==> config.mk <==
export PLATFORM = sky130hd
export DESIGN_NAME = onewire_master_slot_engine
export DESIGN_NICKNAME = d
export VERILOG_FILES = /design/src/rtl/core/owm_pkg.sv /design/src/rtl/core/owm_tick_core.sv /design/src/rtl/core/onewire_master_slot_engine.sv
export SDC_FILE = /design/constraint.sdc
export NUM_CORES = 1
export LEC_CHECK = 0
export ABC_AREA = 1
export BUFFER_PORTS_ARGS = -buffer_cell sky130_fd_sc_hd__buf_2
export CAP_MARGIN = 30
export CORE_MARGIN = 10
export CORE_UTILIZATION = 64
export DETAILED_ROUTE_END_ITERATION = 12
export PLACE_DENSITY = 0.88
export SYNTH_ARGS = -nofsm -noshare
export SYNTH_HDL_FRONTEND = slang
export SYNTH_SLANG_ARGS = --single-unit
==> constraint.sdc <==
create_clock -name i_clk -period 8.7 [get_ports i_clk]
set_input_delay 1.74 -clock i_clk [delete_from_list [all_inputs] [get_ports i_clk]]
set_output_delay 1.74 -clock i_clk [all_outputs]
set_load 0.005 [all_outputs]
==> src/rtl/core/owm_pkg.sv <==
`default_nettype none
// ----------------------------------------------------------------------------
// One-wire master package
// Shared types, codes and reset values of the one-wire slot engine.
// ----------------------------------------------------------------------------
package owm_pkg;

    localparam int TIMER_WIDTH_DEF = 10;
    localparam int CFG_W           = 10;
    localparam int CFG_IDX_W       = 3;

    // Register indexes of the configuration port.
    localparam logic [CFG_IDX_W-1:0] CFG_RESET_LOW     = 3'd0;
    localparam logic [CFG_IDX_W-1:0] CFG_PRESENCE_WAIT = 3'd1;
    localparam logic [CFG_IDX_W-1:0] CFG_RESET_TAIL    = 3'd2;
    localparam logic [CFG_IDX_W-1:0] CFG_SLOT_LOW      = 3'd3;
    localparam logic [CFG_IDX_W-1:0] CFG_WRITE_SLOT    = 3'd4;
    localparam logic [CFG_IDX_W-1:0] CFG_READ_SAMPLE   = 3'd5;
    localparam logic [CFG_IDX_W-1:0] CFG_READ_TAIL     = 3'd6;

    localparam logic [CFG_W-1:0] DEF_RESET_LOW     = 10'd480;
    localparam logic [CFG_W-1:0] DEF_PRESENCE_WAIT = 10'd60;
    localparam logic [CFG_W-1:0] DEF_RESET_TAIL    = 10'd420;
    localparam logic [CFG_W-1:0] DEF_SLOT_LOW      = 10'd1;
    localparam logic [CFG_W-1:0] DEF_WRITE_SLOT    = 10'd60;
    localparam logic [CFG_W-1:0] DEF_READ_SAMPLE   = 10'd14;
    localparam logic [CFG_W-1:0] DEF_READ_TAIL     = 10'd45;

    localparam logic [3:0] BITS_BYTE = 4'd8;
    localparam logic [3:0] BITS_ONE  = 4'd1;

    typedef enum logic [2:0] {
        OP_RESET = 3'd0,
        OP_WBIT  = 3'd1,
        OP_RBIT  = 3'd2,
        OP_WBYTE = 3'd3,
        OP_RBYTE = 3'd4
    } t_op;

    typedef enum logic [2:0] {
        PH_IDLE   = 3'd0,
        PH_LOW    = 3'd1,
        PH_WRITE  = 3'd2,
        PH_WAIT   = 3'd3,
        PH_SAMPLE = 3'd4,
        PH_TAIL   = 3'd5
    } t_phase;

    typedef struct packed {
        logic [CFG_W-1:0] reset_low_ticks;
        logic [CFG_W-1:0] presence_wait_ticks;
        logic [CFG_W-1:0] reset_tail_ticks;
        logic [CFG_W-1:0] slot_low_ticks;
        logic [CFG_W-1:0] write_slot_ticks;
        logic [CFG_W-1:0] read_sample_ticks;
        logic [CFG_W-1:0] read_tail_ticks;
    } t_cfg;

    typedef struct packed {
        logic       start_req;
        logic [2:0] operation;
        logic [7:0] data_byte;
        logic       line_in;
    } t_in_word;

    typedef struct packed {
        logic       drive_low;
        logic       busy_res;
        logic       done_res;
        logic       presence_fault;
        logic [7:0] read_data;
    } t_out_word;

endpackage
`default_nettype wire

==> src/rtl/core/owm_tick_core.sv <==
`default_nettype none
// ----------------------------------------------------------------------------
// One-wire slot sequencer
// Holds the slot state and works out one microsecond tick per enabled cycle.
// ----------------------------------------------------------------------------
module owm_tick_core
    import owm_pkg::*;
#(
    parameter int TIMER_WIDTH = TIMER_WIDTH_DEF
) (
    input  wire logic      i_clk,
    input  wire logic      i_rst_n,
    input  wire logic      i_en,
    input  wire t_cfg      i_cfg,
    input  wire t_in_word  i_word,
    output t_out_word      o_res
);

    localparam int LW = (TIMER_WIDTH > CFG_W) ? TIMER_WIDTH : CFG_W;

    typedef struct packed {
        t_phase                 phase;
        logic [TIMER_WIDTH-1:0] tick;
        logic [3:0]             bits;
        logic [7:0]             sh;
        t_op                    op;
        logic                   done;
    } t_st;

    t_st  r_st;
    t_st  n_st;
    logic r_presence;
    logic n_presence;

    function automatic logic [TIMER_WIDTH-1:0] f_load(input logic [CFG_W-1:0] v);
        logic [LW-1:0] v_ext;
        logic [LW-1:0] t_max;
        v_ext = LW'(v);
        t_max = LW'({TIMER_WIDTH{1'b1}});
        return TIMER_WIDTH'((v_ext > t_max) ? t_max : v_ext);
    endfunction

    function automatic logic f_is_write(input t_op op);
        return (op == OP_WBIT) || (op == OP_WBYTE);
    endfunction

    function automatic t_st f_enter(input t_st s, input t_phase ph, input t_cfg c);
        t_st  r;
        logic rst;
        r       = s;
        rst     = (s.op == OP_RESET);
        r.phase = ph;
        case (ph)
            PH_LOW:    r.tick = f_load(rst ? c.reset_low_ticks : c.slot_low_ticks);
            PH_WRITE:  r.tick = f_load(c.write_slot_ticks);
            PH_WAIT:   r.tick = f_load(rst ? c.presence_wait_ticks : c.read_sample_ticks);
            PH_SAMPLE: r.tick = TIMER_WIDTH'(1);
            PH_TAIL:   r.tick = f_load(rst ? c.reset_tail_ticks : c.read_tail_ticks);
            default:   r.tick = '0;
        endcase
        return r;
    endfunction

    function automatic t_st f_finish(input t_st s);
        t_st r;
        r       = s;
        r.phase = PH_IDLE;
        r.tick  = '0;
        r.done  = 1'b1;
        return r;
    endfunction

    function automatic t_st f_bit_end(input t_st s, input t_cfg c);
        t_st r;
        r = s;
        if (f_is_write(s.op)) begin
            r.sh = s.sh >> 1;
        end
        r.bits = s.bits - 4'd1;
        if (r.bits == 4'd0) begin
            r = f_finish(r);
        end else begin
            r = f_enter(r, PH_LOW, c);
        end
        return r;
    endfunction

    function automatic t_st f_step(input t_st s, input t_cfg c);
        t_st r;
        r = s;
        if (s.phase != PH_IDLE && s.tick == '0) begin
            case (s.phase)
                PH_LOW:    r = f_enter(s, f_is_write(s.op) ? PH_WRITE : PH_WAIT, c);
                PH_WRITE:  r = f_bit_end(s, c);
                PH_WAIT:   r = f_enter(s, PH_SAMPLE, c);
                PH_SAMPLE: r = f_enter(s, PH_TAIL, c);
                PH_TAIL:   r = (s.op == OP_RESET) ? f_finish(s) : f_bit_end(s, c);
                default:   r = f_finish(s);
            endcase
        end
        return r;
    endfunction

    // Every expired phase is closed in the same tick. A write with zero-length
    // low and slot times runs out all its remaining bits at once; any other
    // chain reaches a nonzero timer or the sample phase within four steps.
    function automatic t_st f_settle(input t_st s, input t_cfg c);
        t_st r;
        r = s;
        if (f_is_write(s.op) && s.tick == '0
                && (s.phase == PH_LOW || s.phase == PH_WRITE)
                && c.slot_low_ticks == '0 && c.write_slot_ticks == '0) begin
            r.sh   = s.sh >> s.bits;
            r.bits = 4'd0;
            r      = f_finish(r);
        end else begin
            for (int k = 0; k < 4; k++) begin
                r = f_step(r, c);
            end
        end
        return r;
    endfunction

    always_comb begin
        t_st  s;
        logic busy;
        logic drive;
        s          = r_st;
        s.done     = 1'b0;
        busy       = 1'b0;
        drive      = 1'b0;
        n_presence = r_presence;
        if (s.phase == PH_IDLE && i_word.start_req && i_word.operation <= OP_RBYTE) begin
            s.op   = t_op'(i_word.operation);
            s.sh   = i_word.data_byte;
            s.bits = (s.op == OP_WBYTE || s.op == OP_RBYTE) ? BITS_BYTE : BITS_ONE;
            s      = f_enter(s, PH_LOW, i_cfg);
            busy   = 1'b1;
            s      = f_settle(s, i_cfg);
        end else if (s.phase != PH_IDLE) begin
            busy = 1'b1;
        end
        if (s.phase != PH_IDLE) begin
            case (s.phase)
                PH_LOW:   drive = 1'b1;
                PH_WRITE: drive = ~s.sh[0];
                PH_SAMPLE: begin
                    if (s.op == OP_RESET) begin
                        n_presence = i_word.line_in;
                    end else if (s.op == OP_RBIT) begin
                        s.sh = {7'd0, i_word.line_in};
                    end else begin
                        s.sh = {i_word.line_in, s.sh[7:1]};
                    end
                end
                default: drive = 1'b0;
            endcase
            s.tick = s.tick - 1'b1;
            if (s.tick == '0) begin
                s = f_settle(s, i_cfg);
            end
        end
        n_st                 = s;
        o_res.drive_low      = drive;
        o_res.busy_res       = busy;
        o_res.done_res       = s.done;
        o_res.presence_fault = n_presence;
        o_res.read_data      = (s.op == OP_RBIT || s.op == OP_RBYTE) ? s.sh : 8'd0;
    end

    always_ff @(posedge i_clk) begin
        if (!i_rst_n) begin
            r_st.phase <= PH_IDLE;
            r_st.tick  <= '0;
            r_st.bits  <= '0;
            r_st.sh    <= '0;
            r_st.op    <= OP_RESET;
            r_st.done  <= 1'b0;
            r_presence <= 1'b0;
        end else if (i_en) begin
            r_st       <= n_st;
            r_presence <= n_presence;
        end
    end

endmodule
`default_nettype wire

==> src/rtl/core/onewire_master_slot_engine.sv <==
`default_nettype none
// ----------------------------------------------------------------------------
// One-wire bus master slot engine
// Reset/presence, bit and byte slots on an open-drain single-wire bus,
// timed by one input word per microsecond tick.
// ----------------------------------------------------------------------------
//  Channel   Signals                               Word
//  input     i_in_valid, o_in_stall, i_in_word     one tick: request, line level
//  output    o_out_valid, i_out_stall, o_out_word  drive, busy, done, fault, data
//  config    i_cfg_we, i_cfg_idx, i_cfg_data       one timing register
//
// One word is taken every cycle while the input is not stalled; its result is
// presented after passing an input register and a result register.
// The slot state advances by one tick as each word moves into the result register.
// Reset loads the default timing and leaves the engine idle.
// A stall on the output holds the result register and, once the input register
// is full, stalls the input.
// ----------------------------------------------------------------------------
module onewire_master_slot_engine
    import owm_pkg::*;
#(
    parameter int TIMER_WIDTH = TIMER_WIDTH_DEF
) (
    input  wire logic                 i_clk,
    input  wire logic                 i_rst_n,
    input  wire logic                 i_in_valid,
    output logic                      o_in_stall,
    input  wire t_in_word             i_in_word,
    output logic                      o_out_valid,
    input  wire logic                 i_out_stall,
    output t_out_word                 o_out_word,
    input  wire logic                 i_cfg_we,
    input  wire logic [CFG_IDX_W-1:0] i_cfg_idx,
    input  wire logic [CFG_W-1:0]     i_cfg_data
);

    t_cfg      r_cfg;
    t_in_word  r_in;
    logic      r_in_vld;
    t_out_word r_out;
    logic      r_out_vld;
    t_out_word w_res;
    logic      w_adv;

    assign w_adv       = r_in_vld && (!r_out_vld || !i_out_stall);
    assign o_in_stall  = r_in_vld && !w_adv;
    assign o_out_valid = r_out_vld;
    assign o_out_word  = r_out;

    always_ff @(posedge i_clk) begin
        if (!i_rst_n) begin
            r_cfg.reset_low_ticks     <= DEF_RESET_LOW;
            r_cfg.presence_wait_ticks <= DEF_PRESENCE_WAIT;
            r_cfg.reset_tail_ticks    <= DEF_RESET_TAIL;
            r_cfg.slot_low_ticks      <= DEF_SLOT_LOW;
            r_cfg.write_slot_ticks    <= DEF_WRITE_SLOT;
            r_cfg.read_sample_ticks   <= DEF_READ_SAMPLE;
            r_cfg.read_tail_ticks     <= DEF_READ_TAIL;
        end else if (i_cfg_we) begin
            case (i_cfg_idx)
                CFG_RESET_LOW:     r_cfg.reset_low_ticks     <= i_cfg_data;
                CFG_PRESENCE_WAIT: r_cfg.presence_wait_ticks <= i_cfg_data;
                CFG_RESET_TAIL:    r_cfg.reset_tail_ticks    <= i_cfg_data;
                CFG_SLOT_LOW:      r_cfg.slot_low_ticks      <= i_cfg_data;
                CFG_WRITE_SLOT:    r_cfg.write_slot_ticks    <= i_cfg_data;
                CFG_READ_SAMPLE:   r_cfg.read_sample_ticks   <= i_cfg_data;
                CFG_READ_TAIL:     r_cfg.read_tail_ticks     <= i_cfg_data;
                default:           r_cfg                     <= r_cfg;
            endcase
        end
    end

    always_ff @(posedge i_clk) begin
        if (!i_rst_n) begin
            r_in_vld <= 1'b0;
        end else if (i_in_valid && !o_in_stall) begin
            r_in_vld <= 1'b1;
        end else if (w_adv) begin
            r_in_vld <= 1'b0;
        end
    end

    always_ff @(posedge i_clk) begin
        if (i_in_valid && !o_in_stall) begin
            r_in <= i_in_word;
        end
    end

    owm_tick_core #(
        .TIMER_WIDTH(TIMER_WIDTH)
    ) u_core (
        .i_clk  (i_clk),
        .i_rst_n(i_rst_n),
        .i_en   (w_adv),
        .i_cfg  (r_cfg),
        .i_word (r_in),
        .o_res  (w_res)
    );

    always_ff @(posedge i_clk) begin
        if (!i_rst_n) begin
            r_out_vld <= 1'b0;
        end else if (w_adv) begin
            r_out_vld <= 1'b1;
        end else if (!i_out_stall) begin
            r_out_vld <= 1'b0;
        end
    end

    always_ff @(posedge i_clk) begin
        if (w_adv) begin
            r_out <= w_res;
        end
    end

    a_done_busy: assert property (@(posedge i_clk) disable iff (!i_rst_n)
        (o_out_valid && o_out_word.done_res) |-> o_out_word.busy_res)
        else $error("Completion reported on a word that is not busy.");

    a_drive_busy: assert property (@(posedge i_clk) disable iff (!i_rst_n)
        (o_out_valid && o_out_word.drive_low) |-> o_out_word.busy_res)
        else $error("Bus driven low outside a command.");

    a_in_taken: assert property (@(posedge i_clk) disable iff (!i_rst_n)
        (i_in_valid && !o_in_stall) |=> r_in_vld)
        else $error("Accepted word lost before the input register.");

endmodule
`default_nettype wire

# Yosys cells after proc, flatten, opt, wreduce, memory -nomap -nowiden
# Cells that the tools add are included.
word_totals:
  regBits: 126
  latch_bits: 0
  mem_bits_rw: 0
  rom_bits: 0
  inputBits: 31
  output_inout_bits: 14
  word_cells: 377
  memories: 0
classes:
  add_sub_neg: 8
  n_mul: 0
  n_div: 0
  magnitude_cmp: 26
  eq_ne: 102
  n_shift: 2
  n_mux: 136
  bitwise: 1
  reduce_logical: 78
op_table:
  columns: ["operator", "count"]
  rows:
  - ["one-hot mux 29 bit (5 select lines)", 7]
  - ["2-to-1 mux 29 bit", 28]
  - ["2-to-1 mux 10 bit", 50]
  - ["one-hot mux 10 bit (5 select lines)", 8]
  - ["2-to-1 mux 27 bit", 14]
  - ["greater-than comparator 10 bit, second input constant", 25]
  - ["equality test 3 x 2 -> 1 bit, second input constant", 42]
  - ["equality test 3 bit, second input constant", 35]
  - ["logical NOT 10 bit", 10]
  - ["2-to-1 mux 8 bit", 11]
  - ["equality test 3 x 1 -> 1 bit, second input constant", 24]
  - ["logical NOT 3 bit", 10]
  - ["logical NOT 4 bit", 7]
  - ["subtractor 4 x 1 -> 4 bit, second input constant", 7]
  - ["nonzero test 3 bit", 8]
  - ["logical AND 1 bit", 19]
  - ["2-to-1 mux 1 bit", 16]
  - ["right shift 8 x 4 -> 8 bit", 2]
  - ["AND reduction 2 bit", 7]
  - ["logical OR 1 bit", 12]
  - ["subtractor 10 x 1 -> 10 bit, second input constant", 1]
  - ["logical NOT 1 bit", 4]
  - ["2-to-1 mux 4 bit", 1]
  - ["<= comparator 3 bit, second input constant", 1]
  - ["other kinds (4)", 4]

# Depth between registers and ports, before layout
# Gate-level depths: netlist of the first run.
depth:
  ltp_word: 89
  mapped_depth: 64
  mapped_depth_nobuf: 61

# By module
# From an unflattened synthesis of the first run, not the netlist that was laid out.
hier_totals:
  cells_unflattened: 2129
  hier_area_um2: 12241.7
by_module_without_submodules:
  columns: ["mod", "n_inst", "cells_per_inst", "area_each_um2"]
  rows:
  - ["owm_tick_core", 1, 1709, 8693.3]
  - ["onewire_master_slot_engine", 1, 420, 3548.4]

# Worst setup path after synthesis of the first run
# Ideal clock, no wire load.
synth_timing:
  path_type: "register -> register"
  startpoint: "register r_in[10] (netlist name)"
  endpoint: "register u_core.r_st[19] (netlist name)"
  arrival_ns: 6.157
  t_required_ns: 8.568
  setup_slack_ns: 2.410
  path_stages_with_launch: 59
  n_path_buf: 4
  synth_period_minus_slack_ns: 6.290
  path_cell_list: "edfxtp_1 nor2_4 buf_6 nand3_1 nand2_1 inv_1 nor2_4 nand3_4 buf_6 nor2_2 nor2_2 nand2_2 nor2_1 nand3_2 nand2_2 nand2_4 nand2_4 clkinv_2 [23 not listed] nor2_4 nand3_1 nand2_1 ha_1 inv_1 nand2_1 nand2_1 nor2_1 nand3_2 buf_4 nand3_1 nand2_1 nand2_1 nand2_1 nand2_1 nand2_1 nand2_1 a21oi_1"
synth_via:
  elab_chain_len: 65
  word_cells_on_any_way: 295
  classes_between: "add/sub: 8; order compare: 25; eq/ne: 92; mux: 115; reduce/logical: 55"
synth_rtl:
  columns: ["element", "line", "source"]
  rows:
  - ["from (decl)", "onewire_master_slot_engine.sv:38", "t_in_word r_in;"]
  - ["from (signal assigned)", "onewire_master_slot_engine.sv:85", "r_in <= i_in_word;"]
  - ["parallel branches: the longest is 29 deep, another holds greater-than comparator 10 bit", null, null]
  - ["2-to-1 mux 29 bit *", "owm_tick_core.sv:133", "if (s.phase == PH_IDLE && i_word.start_req && i_word.operation <= OP_RBYTE) begin"]
  - ["parallel branches: the longest is 34 deep, another holds subtractor 10 x 1 -> 10 bit", null, null]
  - ["2-to-1 mux 29 bit *", "owm_tick_core.sv:143", "if (s.phase != PH_IDLE) begin"]
  - ["to (signal assigned)", "owm_tick_core.sv:181", "r_st <= n_st;"]
  - ["to (decl)", "owm_tick_core.sv:30", "t_st r_st;"]
# Mark *: on every way between the ends. The select of a mux whose other input is x is not followed.
# A chain may end at the register's enable or synchronous reset.

# Final worst setup path of the first run
layout_timing:
  startpoint: "register r_in[9] (netlist name)"
  endpoint: "register r_out, in the netlist o_out_word[4] (data pin)"
layout_via:
  elab_chain_len: 66
  word_cells_on_any_way: 294
  classes_between: "add/sub: 7; order compare: 22; eq/ne: 90; shift: 2; mux: 118; reduce/logical: 55"
layout_rtl:
  columns: ["element", "line", "source"]
  rows:
  - ["parallel branches: the longest is 28 deep, another holds greater-than comparator 10 bit", null, null]
  - ["2-to-1 mux 29 bit *", "owm_tick_core.sv:133", null]
  - ["parallel branches: the longest is 36 deep, another holds subtractor 10 x 1 -> 10 bit", null, null]
  - ["2-to-1 mux 29 bit *", "owm_tick_core.sv:143", null]
  - ["to (signal assigned)", "onewire_master_slot_engine.sv:112", "r_out <= w_res;"]
  - ["to (decl)", "onewire_master_slot_engine.sv:40", "t_out_word r_out;"]
# Marks and branches as above.

==> results of run 1 <==
[synth_stat cells (all sizes together)]
master	n
o221ai	5
o21ai	153
a22oi	4
a311oi	1
a221oi	10
a21oi	124
nor2	257
buf	39
clkbuf	25
a32oi	2
nand2	617
a41oi	1
nor4	4
nand4	40
nand3	148
and2	2
ha	10
xnor2	1
a21boi	3
edfxtp	25
o211ai	27
a31oi	4
dlygate4sd1	1
or2	4
o21a	4
a211oi	2
inv	250
o22ai	14
dfxtp	101
o31ai	2
clkinv	13
a2bb2oi	1
nor3	15
mux2i	6
xor2	1
[sequential cells by signal (all words and copies together), names as in the netlist]
name,count
u_core.r_presence,1
r_in,13
u_core.r_st,28
o_out_word,12
o_out_valid,1
r_in_vld,1
r_cfg,70
[repair_timing]
| action | in CTS | in global routing |
|---|---|---|
| setup buffers | 0 | 3 |
| endpoints found under the setup margin | 0 | 32 |
| resized for setup | 0 | 8 |
[area by class of cell]
cell class | count | area (sq um)
multi-input cells | 1462 | 7250
fillers | 1505 | 5020
flip-flops and latches | 126 | 2770
inverters | 263 | 991
repair buffers | 70 | 448
clock buffers | 17 | 425
well taps | 225 | 282
clock inverters | 15 | 165
[kinds of logic after synthesis]
logic type	after synthesis
flip-flops	126
AND/OR/NAND/NOR	1087
AO/OA/AOI/OAI	357
multiplexers	6
buffers and inverters	328
adder cells (fa/ha/maj)	10
XOR/XNOR	2
[path summary, 6_finish.rpt]
path | start | slack, ns | depth (start not counted) | end
setup / recovery | r_in[9]$_DFFE_PP_ | 0.69 | 51 | o_out_word[4]$_SDFFCE_PN0P_
hold / removal | r_cfg[41]$_SDFFE_PN0P_ | 0.45 | 2 | r_cfg[41]$_SDFFE_PN0P_
setup reg to reg | r_in[9]$_DFFE_PP_ | 0.69 | 51 | o_out_word[4]$_SDFFCE_PN0P_
hold reg to reg | r_cfg[41]$_SDFFE_PN0P_ | 0.45 | 2 | r_cfg[41]$_SDFFE_PN0P_
[per-layer routing]
metal	global-route usage	up-vias	part of all wire
met5	0	-	0
met1	0.419	5924	0.40
met2	0.482	874	0.44
li1	-	6279	-
met3	0.0774	122	0.13
met4	0.121	0	0.035
[power by group through the flow]
stage,registers [mW],logic (mW),clock network (mW)
floorplan,0.648,0.460,0
global placement,0.650,0.618,0
detailed placement,0.652,0.624,0
CTS,0.639,0.629,0.723
global route,0.641,0.718,0.750
finish,0.640,0.657,0.725
[metrics by stage]
step / instance area (sq um) / hold WS, ns / instances / total power, mW
final: 12300 / 0.453 / 2178 / 2.02
after global routing: 12300 / 0.485 / 2178 / 2.11
after CTS: 12300 / 0.454 / 2174 / 1.99
after detailed placement: 11700 / 0.443 / 2142 / 1.28
after global placement: 11600 / 0.434 / 2141 / 1.27
after floorplan: 11400 / 0.425 / 1916 / 1.11
[placed cells by master (no fill, tap or decap), drive strengths merged, types with 5 or more instances in the layout]
cell    netlist  layout
clkinv       13      16
nand4        40      40
a221oi       10      10
mux2i         6       6
nand3       148     148
nor3         15      15
o221ai        5       5
nor2        257     257
o22ai        14      14
a21oi       124     124
edfxtp       25      25
ha           10      10
dfxtp       101     101
buf          39      70
o21ai       153     153
o211ai       27      27
clkbuf       25      17
inv         250     261
nand2       617     617
[worst register-to-register path: cells and delay by family, from the launching register on]
family                     cells  cell delay, ns
buffers and inverters          2            0.15
AOI/OAI and AO/OA              2            0.36
and+or+nand+nor               44            6.00
xor gates and xnor gates       1            0.32
DFF                            1            0.48
adders and majority gates      2            0.44
==> results.py, run 1 <==
metrics = {
    "timing": {
        "finClkSkew_ns": 0.0137,
        "maxClockFrequency_mhz": 125,
        "setup_viol_count_final": 0,
        "worst_slew_pin_slew_ns": 0.927,
        "hold_viol_final": 0,
        "fin_crit_sh": 0.921,
        "finalWorstPathRequiredPeriod_ns": 8.01,
        "final_critical_path_setup_slack_ns": 0.689,
        "maxSlewViolCount": 0,
        "fin_tns_setup_ns": 0,
        "max_slew_headroom_at_the_worst_pin": 0.375,
        "grt_setup_unrepaired": "no",
    },
    "routing": {
        "postRouteWirelength_microns": 38800,
        "dr.first_iter.drc_count": 1794,
        "detailroute.via_count": 13200,
        "drt-vias-per-instance": 6.06,
        "final_antenna_net_count": 0,
        "routedWlPerCell_microns": 17.8,
        "firstDrtPassIters": 7,
        "number_of_drc_violations_after_detailed_routing": 0,
    },
    "yosys": {
        "xor_xnor_cell_area_share_of_the_yosys_netlist": 0.00154,
        "post_synth_instance_area_sq_um": 11400,
        "ys_seq_area_frac": 0.244,
        "synthSimpleGateAreaFrac": 0.433,
        "syn-mean-instance-area_sq_um": 5.93,
        "netlist.top_cell.by_area": "sky130_fd_sc_hd__nand2_1",
        "netlist.area_leader.share": 0.193,
        "synth.ff_latch_count": 126,
        "synth-compound-area-share": 0.183,
        "synth_adder_area_share": 0.0110,
        "largest_cells_by_area_after_synthesis": "sky130_fd_sc_hd__nand2_1 19%, sky130_fd_sc_hd__dfxtp_1 18%, sky130_fd_sc_hd__nor2_1 7.1%, sky130_fd_sc_hd__inv_1 7.1%, sky130_fd_sc_hd__edfxtp_1 6.6%",
        "synth_top_family_by_area": "simple AND/OR/NAND/NOR gates",
        "ys_warn_count": 0,
        "synth_cells": 1916,
        "synth.net_count": 1957,
        "synth.area.mux_share": 0.00639,
        "netlist-cell-type-count": 58,
    },
    "pwr": {
        "combPwrFrac": 0.325,
        "switching_share": 0.409,
        "seq_power_share": 0.316,
        "p_leak_nw": 5.87,
        "pwr-share-clk": 0.359,
        "peakVddDrop_uv": 170,
        "power.switching_mw": 0.826,
        "power-per-cell-area_nw_per_um2": 164,
        "p_int_mw": 1.20,
    },
    "final_layout": {
        "drive_above_1_share": 0.136,
        "layout-area-overhead-vs-synth_pct": 8.58,
        "nets": 1981,
        "antenna_cells": 0,
        "post-route-util": 0.711,
    },
    "die": {
        "design.core.area_sq_um": 17400,
        "initial_core_util": 0.655,
        "design.portCount": 45,
        "die_area_sq_um": 23500,
        "rows": 48,
        "die_height_microns": 153,
        "floorplan.die.width_microns": 153,
    },
    "critical_path": {
        "critical_path_buf_inv_count": 2,
        "crit_path_max_incr_delay_ns": 0.48,
        "crit_path_max_fanout": 15,
        "worstPathRequired_ns": 8.86,
        "path_delay_family": "simple AND/OR/NAND/NOR gates",
        "worst_path_max_delay_cell": "sky130_fd_sc_hd__edfxtp_1",
        "cp-start-kind": "flop",
        "cp_data_arrival_time_ns": 8.17,
        "worst_setup_path_end_kind": "flop",
        "worst_path_most_repeated_cell": "sky130_fd_sc_hd__nand2_1",
        "type_of_the_worst_setup_path": "flop to flop",
    },
    "clocking": {
        "cts_num_sinks": 126,
        "ctsHtreeMaxLevel": 4,
        "clkTransAtPathRegs_ns": 0.07,
        "tritoncts.num_buffers": 17,
        "insertion_delay_to_the_later_sink_of_the_worst_skew_pair_ns": 0.43,
        "cts_max_path_buffers": 2,
        "cts_tree": "built",
        "clk_root_buffer_cell": "sky130_fd_sc_hd__clkbuf_16",
        "cts_hold_buffers": 0,
    },
    "flow_run": {
        "cap_violations": 0,
    },
    "placement": {
        "globalplace.congestion": 1.01,
        "dp_hpwl_microns": 29700,
        "count_of_buffers_from_port_buffering": 44,
        "pre_cts_slack_ns": 0.543,
    },
    "global_routing": {
        "wire_length_of_the_first_global_routing_pass_microns": 61500,
        "antenna_found_initial": 0,
        "maximum_number_of_pins_on_one_net_before_global_route_repair": 79,
        "grt.overflow.total": 0,
        "groute.usage.overall": 0.315,
        "number_of_global_route_vias_before_repair": 11800,
    },
    "status": {
        "run_status": "complete, no violations",
    },
    "hold_path": {
        "hp-class": "flop to flop",
    },
}
(Power assumes the default switching activity.)
==> run 2, diff against run 1 <==
Settings changed: CELL_PAD_IN_SITES_DETAIL_PLACEMENT set to 1, CELL_PAD_IN_SITES_GLOBAL_PLACEMENT set to 2, CORE_UTILIZATION 64 to 34, PLACE_DENSITY 0.88 to 0.87.
==> run 2 against run 1 <==
Against the previous run: non-clock buffer count grew 8; global-route usage shrank 9.4 points; sequential share of layout area is 0.64 points lower; utilization shrank 32 points; clock power grew 2.9%; hold slack worse by 0.0023 ns; count of clock-buffer cells in the layout increased by 2; power is 3.1% higher; die area up 75%; critical path depth grew 4; largest power group unchanged; highest routed layer unchanged.
==> results.py, run 2 (synthesized netlist as in run 1, its figures left out) <==
metrics = {
    "pwr": {
        "p_leak_nw": 5.92,
        "peakVddDrop_uv": 239,
        "power-per-cell-area_nw_per_um2": 164,
    },
    "die": {
        "die_area_sq_um": 41100,
        "design.core.area_sq_um": 32800,
        "initial_core_util": 0.347,
        "design.portCount": 45,
        "die_height_microns": 203,
        "rows": 66,
        "floorplan.die.width_microns": 203,
    },
    "clocking": {
        "ctsHtreeMaxLevel": 4,
        "cts_num_sinks": 126,
        "insertion_delay_to_the_later_sink_of_the_worst_skew_pair_ns": 0.43,
        "clk_root_buffer_cell": "sky130_fd_sc_hd__clkbuf_16",
        "cts_tree": "built",
        "cts_max_path_buffers": 2,
        "cts_hold_buffers": 0,
        "clkTransAtPathRegs_ns": 0.06,
        "tritoncts.num_buffers": 17,
    },
    "hold_path": {
        "hold_path.startpoint": "r_cfg[40]$_SDFFE_PN0P_",
        "hp-class": "flop to flop",
        "hold_path_end": "r_cfg[40]$_SDFFE_PN0P_",
        "hold_depth": 2,
    },
    "critical_path": {
        "cp-start-kind": "flop",
        "regToRegEndpoint": "o_out_word[4]$_SDFFCE_PN0P_",
        "crit_path_max_fanout": 13,
        "worst_path_most_repeated_cell": "sky130_fd_sc_hd__nand2_1",
        "worstReg2RegStart": "r_in[9]$_DFFE_PP_",
        "worstPathRequired_ns": 8.88,
        "worst-r2r-setup-slack_ns": 0.80,
        "worst_setup_path_end_kind": "flop",
        "cp_data_arrival_time_ns": 8.08,
        "type_of_the_worst_setup_path": "flop to flop",
        "crit_path_max_incr_delay_ns": 0.48,
        "reg2reg_depth": 55,
        "worst_path_max_delay_cell": "sky130_fd_sc_hd__edfxtp_1",
    },
    "final_layout": {
        "mostFrequentLayoutCells": "581 x sky130_fd_sc_hd__nand2_1, 215 x sky130_fd_sc_hd__nor2_1, 214 x sky130_fd_sc_hd__inv_1",
        "postLayoutCellArea_sq_um": 12700,
        "largest_reg_flops": 70,
        "most_common_cell_after_layout_fill_and_taps_aside": "sky130_fd_sc_hd__nand2_1",
        "fill_cell_total_of_the_finished_layout": 4459,
        "antenna_cells": 0,
        "max_flop_register": "r_cfg",
        "multi_input_area_sq_um": 7280,
        "drive_above_1_share": 0.139,
        "nets": 1989,
        "layout_top_registers": "r_cfg x70, u_core.r_st x28, r_in x13",
        "area.sequential_sq_um": 2770,
        "layout-area-overhead-vs-synth_pct": 11.8,
    },
    "flow_run": {
        "cap_violations": 0,
    },
    "timing": {
        "max_slew_headroom_at_the_worst_pin": 0.334,
        "finalWorstPathRequiredPeriod_ns": 7.90,
        "setup_viol_count_final": 0,
        "fin_tns_setup_ns": 0,
        "worst_slew_pin_slew_ns": 0.988,
        "maxSlewViolCount": 0,
        "finClkSkew_ns": 0.00726,
        "fin_crit_sh": 0.908,
        "maxClockFrequency_mhz": 127,
        "grt_setup_unrepaired": "no",
        "hold_viol_final": 0,
    },
    "routing": {
        "routedWlPerCell_microns": 19.1,
        "firstDrtPassIters": 5,
        "dr.first_iter.drc_count": 834,
        "final_antenna_net_count": 0,
        "postRouteWirelength_microns": 46000,
        "number_of_drc_violations_after_detailed_routing": 0,
        "detailroute.via_count": 12800,
        "drt-vias-per-instance": 5.32,
    },
    "placement": {
        "count_of_buffers_from_port_buffering": 44,
        "dp_hpwl_microns": 36800,
        "dpl_cell_area_sq_um": 12000,
        "globalplace.congestion": 0.931,
    },
    "status": {
        "run_status": "complete, no violations",
    },
    "global_routing": {
        "wire_length_of_the_first_global_routing_pass_microns": 72900,
        "groute.usage.overall": 0.222,
        "maximum_number_of_pins_on_one_net_before_global_route_repair": 79,
        "grt.overflow.total": 0,
        "antenna_found_initial": 0,
        "number_of_global_route_vias_before_repair": 13000,
    },
}
## run 2: layout make-up
cell class | instances | area share
inverter | 263 | 0.0780
clock inverter | 13 | 0.0119
tap | 442 | 0.0435
clock buffer | 19 | 0.0366
sequential | 126 | 0.218
multi-input combinational | 1462 | 0.573
timing repair buffer | 78 | 0.0387
## run 2: worst max-delay path by stage
stage | slack, ns | endpoint | startpoint
after floorplan | 2.41 | u_core.r_st[19]$_SDFFE_PN0P_ | r_in[10]$_DFFE_PP_
after global placement | 0.59 | o_out_word[5]$_SDFFCE_PN0P_ | r_in[10]$_DFFE_PP_
after detailed placement | 0.44 | o_out_word[5]$_SDFFCE_PN0P_ | r_in[10]$_DFFE_PP_
after CTS | 0.37 | o_out_word[5]$_SDFFCE_PN0P_ | r_in[10]$_DFFE_PP_
after global routing | 0.01 | o_out_word[5]$_SDFFCE_PN0P_ | r_in[9]$_DFFE_PP_
final | 0.80 | o_out_word[4]$_SDFFCE_PN0P_ | r_in[9]$_DFFE_PP_
## run 2: worst max-delay path: cells and delay by family (launching register included)
kind                     cells  cell delay, ns
XOR/XNOR                     1            0.19
AND/OR/NAND/NOR             46            5.93
flip-flops                   1            0.48
buffers and inverters        5            0.48
adder cells (fa/ha/maj)      2            0.36
AO/OA/AOI/OAI                1            0.15
## run 2: metal layers
| metal | wire [microns] | global-route usage | vias to the layer above |
|---|---|---|---|
| li1 | - | - | 6294 |
| met1 | 21800 | 0.301 | 6140 |
| met2 | 21200 | 0.362 | 279 |
| met3 | 2190 | 0.0299 | 60 |
| met4 | 867 | 0.0586 | 0 |
| met5 | 0 | 0 | - |
## run 2: what timing repair did
action | 4_1_cts | 5_1_grt
setup endpoints to repair | 0 | 32
setup buffers | 0 | 2
gates resized for setup | 0 | 12
## run 2: stage by stage
step / hold WS [ns] / setup WS (ns) / utilization / total power, mW / cells
6_report: 0.451 / 0.799 / 0.387 / 2.08 / 2403
5_1_grt: 0.484 / 0.0132 / 0.387 / 2.20 / 2403
4_1_cts: 0.453 / 0.374 / 0.385 / 2.08 / 2401
3_5_place_dp: 0.443 / 0.439 / 0.366 / 1.33 / 2369
3_3_place_gp: 0.434 / 0.595 / 0.366 / 1.32 / 2368
2_1_floorplan: 0.425 / 2.41 / - / 1.11 / 1916
## run 2: where the power goes
| group | total [mW] | leakage, nW | internal [mW] | switching [mW] |
|---|---|---|---|---|
| Sequential | 0.640 | 1.07 | 0.625 | 0.0150 |
| Clock | 0.746 | 0.302 | 0.452 | 0.294 |
| Combinational | 0.698 | 4.56 | 0.192 | 0.506 |
| Total | 2.08 | 5.92 | 1.27 | 0.815 |
==> run 3, diff against run 2 <==
Settings changed: CORE_ASPECT_RATIO set to 0.75.
==> run 3 against run 2 <==
Against the previous run: routed wire length up 5.0%; sequential share of layout area shrank 0.16 points; clock power is 5.6% higher; clock skew increased by 0.014 ns; non-clock buffer count rose by 1; first-iteration DRC count rose by 61%; count of clock-buffer cells in the layout is the same; sequential power about the same; cell count hardly changed; largest power group unchanged; highest routed layer unchanged.
==> results.py, run 3 (synthesized netlist as in run 1, its figures left out) <==
metrics = {
    "die": {
        "design.core.area_sq_um": 32700,
        "design.portCount": 45,
        "die_area_sq_um": 41200,
        "die_height_microns": 178,
        "floorplan.die.width_microns": 231,
        "rows": 57,
        "initial_core_util": 0.348,
    },
    "routing": {
        "dr.first_iter.drc_count": 1346,
        "detailroute.via_count": 13000,
        "firstDrtPassIters": 5,
        "drt-vias-per-instance": 5.40,
        "final_antenna_net_count": 0,
        "number_of_drc_violations_after_detailed_routing": 0,
        "postRouteWirelength_microns": 48300,
        "routedWlPerCell_microns": 20.1,
    },
    "critical_path": {
        "cp_data_arrival_time_ns": 8.10,
        "crit_path_max_fanout": 13,
        "cp-start-kind": "flop",
        "worst_path_max_delay_cell": "sky130_fd_sc_hd__edfxtp_1",
        "worst_setup_path_end_kind": "flop",
        "type_of_the_worst_setup_path": "flop to flop",
        "worstPathRequired_ns": 8.86,
        "crit_path_max_incr_delay_ns": 0.48,
        "worst_path_most_repeated_cell": "sky130_fd_sc_hd__nand2_1",
    },
    "placement": {
        "dp_hpwl_microns": 38100,
        "globalplace.congestion": 0.959,
        "pre_cts_slack_ns": 0.356,
        "dpl_cell_area_sq_um": 12000,
        "count_of_buffers_from_port_buffering": 44,
        "place.detailed.instances": 2366,
    },
    "pwr": {
        "power-per-cell-area_nw_per_um2": 168,
        "switching_share": 0.401,
        "combPwrFrac": 0.336,
        "peakVddDrop_uv": 111,
        "total_power_mw": 2.15,
        "seq_power_share": 0.298,
        "p_int_mw": 1.29,
        "p_leak_nw": 5.96,
        "power.switching_mw": 0.862,
        "pwr-share-clk": 0.367,
    },
    "clocking": {
        "cts_max_path_buffers": 2,
        "clk_root_buffer_cell": "sky130_fd_sc_hd__clkbuf_16",
        "clkTransAtPathRegs_ns": 0.07,
        "insertion_delay_to_the_later_sink_of_the_worst_skew_pair_ns": 0.44,
        "cts_num_sinks": 126,
        "tritoncts.num_buffers": 17,
        "ctsHtreeMaxLevel": 4,
        "cts_tree": "built",
    },
    "global_routing": {
        "groute.usage.overall": 0.231,
        "maximum_number_of_pins_on_one_net_before_global_route_repair": 78,
        "antenna_found_initial": 0,
        "wire_length_of_the_first_global_routing_pass_microns": 75000,
        "number_of_global_route_vias_before_repair": 12800,
        "grt.overflow.total": 0,
    },
    "final_layout": {
        "antenna_cells": 0,
        "post-route-util": 0.392,
        "fill_cell_total_of_the_finished_layout": 4472,
        "postLayoutCellArea_sq_um": 12800,
        "layout_top_registers": "r_cfg x70, u_core.r_st x28, r_in x13",
        "mostFrequentLayoutCells": "582 x sky130_fd_sc_hd__nand2_1, 213 x sky130_fd_sc_hd__inv_1, 212 x sky130_fd_sc_hd__nor2_1",
        "largest_reg_flops": 70,
        "most_common_cell_after_layout_fill_and_taps_aside": "sky130_fd_sc_hd__nand2_1",
        "drive_above_1_share": 0.142,
        "stdcell_count": 2404,
        "max_flop_register": "r_cfg",
        "nets": 1990,
        "layout-area-overhead-vs-synth_pct": 12.6,
    },
    "timing": {
        "max_slew_headroom_at_the_worst_pin": 0.311,
        "maxSlewViolCount": 0,
        "finClkSkew_ns": 0.0211,
        "fin_crit_sh": 0.912,
        "fin_tns_setup_ns": 0,
        "fin_hold_ws_ns": 0.451,
        "grt_setup_unrepaired": "no",
        "finalWorstPathRequiredPeriod_ns": 7.93,
        "maxClockFrequency_mhz": 126,
        "setup_viol_count_final": 0,
        "worst_slew_pin_slew_ns": 1.02,
        "final_critical_path_setup_slack_ns": 0.767,
        "hold_viol_final": 0,
    },
    "flow_run": {
        "cap_violations": 0,
    },
    "status": {
        "run_status": "complete, no violations",
    },
    "hold_path": {
        "hp-class": "flop to flop",
    },
}
run 3: cell types whose count changed in the layout (fill, tap and decap cells not counted), moves of 2 or more:
cell                       previous run  this run
sky130_fd_sc_hd__clkinv_4             4         2
sky130_fd_sc_hd__inv_6                3         6
sky130_fd_sc_hd__nand3_2             16        11
sky130_fd_sc_hd__nand3_4              4         9
sky130_fd_sc_hd__nor2_1             215       212
sky130_fd_sc_hd__nor2_2              19        21
sky130_fd_sc_hd__o21ai_2              3         1
sky130_fd_sc_hd__o21ai_4              4         6
run 3: what timing repair did:
action                                 4_1_cts  5_1_grt
buffers inserted                             0        6
gates resized for setup                      0       25
setup endpoints to repair                    0       32
endpoints found under the hold margin        0        0
hold buffers                                 0        0
run 3: worst paths after layout:
check                                       startpoint                           to  slack (ns)  depth (start not counted)
worst max-delay path                 r_in[9]$_DFFE_PP_  o_out_word[0]$_SDFFCE_PN0P_        0.77                         55
worst min-delay path            r_cfg[49]$_SDFFE_PN0P_       r_cfg[49]$_SDFFE_PN0P_        0.45                          2
worst max register to register       r_in[9]$_DFFE_PP_  o_out_word[0]$_SDFFCE_PN0P_        0.77                         55
worst min register to register  r_cfg[49]$_SDFFE_PN0P_       r_cfg[49]$_SDFFE_PN0P_        0.45                          2
run 3: area by class of cell:
type                            count  area [sq um]  share of cell area
Sequential cell                   126          2770               0.217
Multi-Input combinational cell   1462          7350               0.575
Timing Repair Buffer               79           499              0.0390
Tap cell                          442           553              0.0432
Clock buffer                       19           453              0.0354
Inverter                          263           995              0.0777
Clock inverter                     13           171              0.0134
run 3: routing by layer:
layer / vias up / part of all wire / track usage / routed length (microns)
met5: - / 0 / 0 / 0
met4: 0 / 0.0097 / 0.0355 / 469
met3: 30 / 0.078 / 0.0481 / 3790
met2: 409 / 0.40 / 0.330 / 19500
met1: 6262 / 0.51 / 0.350 / 24600
li1: 6281 / - / - / -
run 3: power groups by stage:
stage	clock network, mW	logic (mW)	registers (mW)
floorplan	0	0.460	0.648
global placement	0	0.675	0.651
detailed placement	0	0.686	0.652
CTS	0.800	0.691	0.640
global route	0.828	0.787	0.643
finish	0.788	0.721	0.640
run 3: critical path: cells and delay by family (launching register included):
| kind | cells | cell delay (ns) |
|---|---|---|
| buf+inv | 7 | 0.99 |
| compound gates | 1 | 0.15 |
| simple gates | 45 | 5.68 |
| flops | 1 | 0.48 |
| fa+ha+maj | 2 | 0.34 |
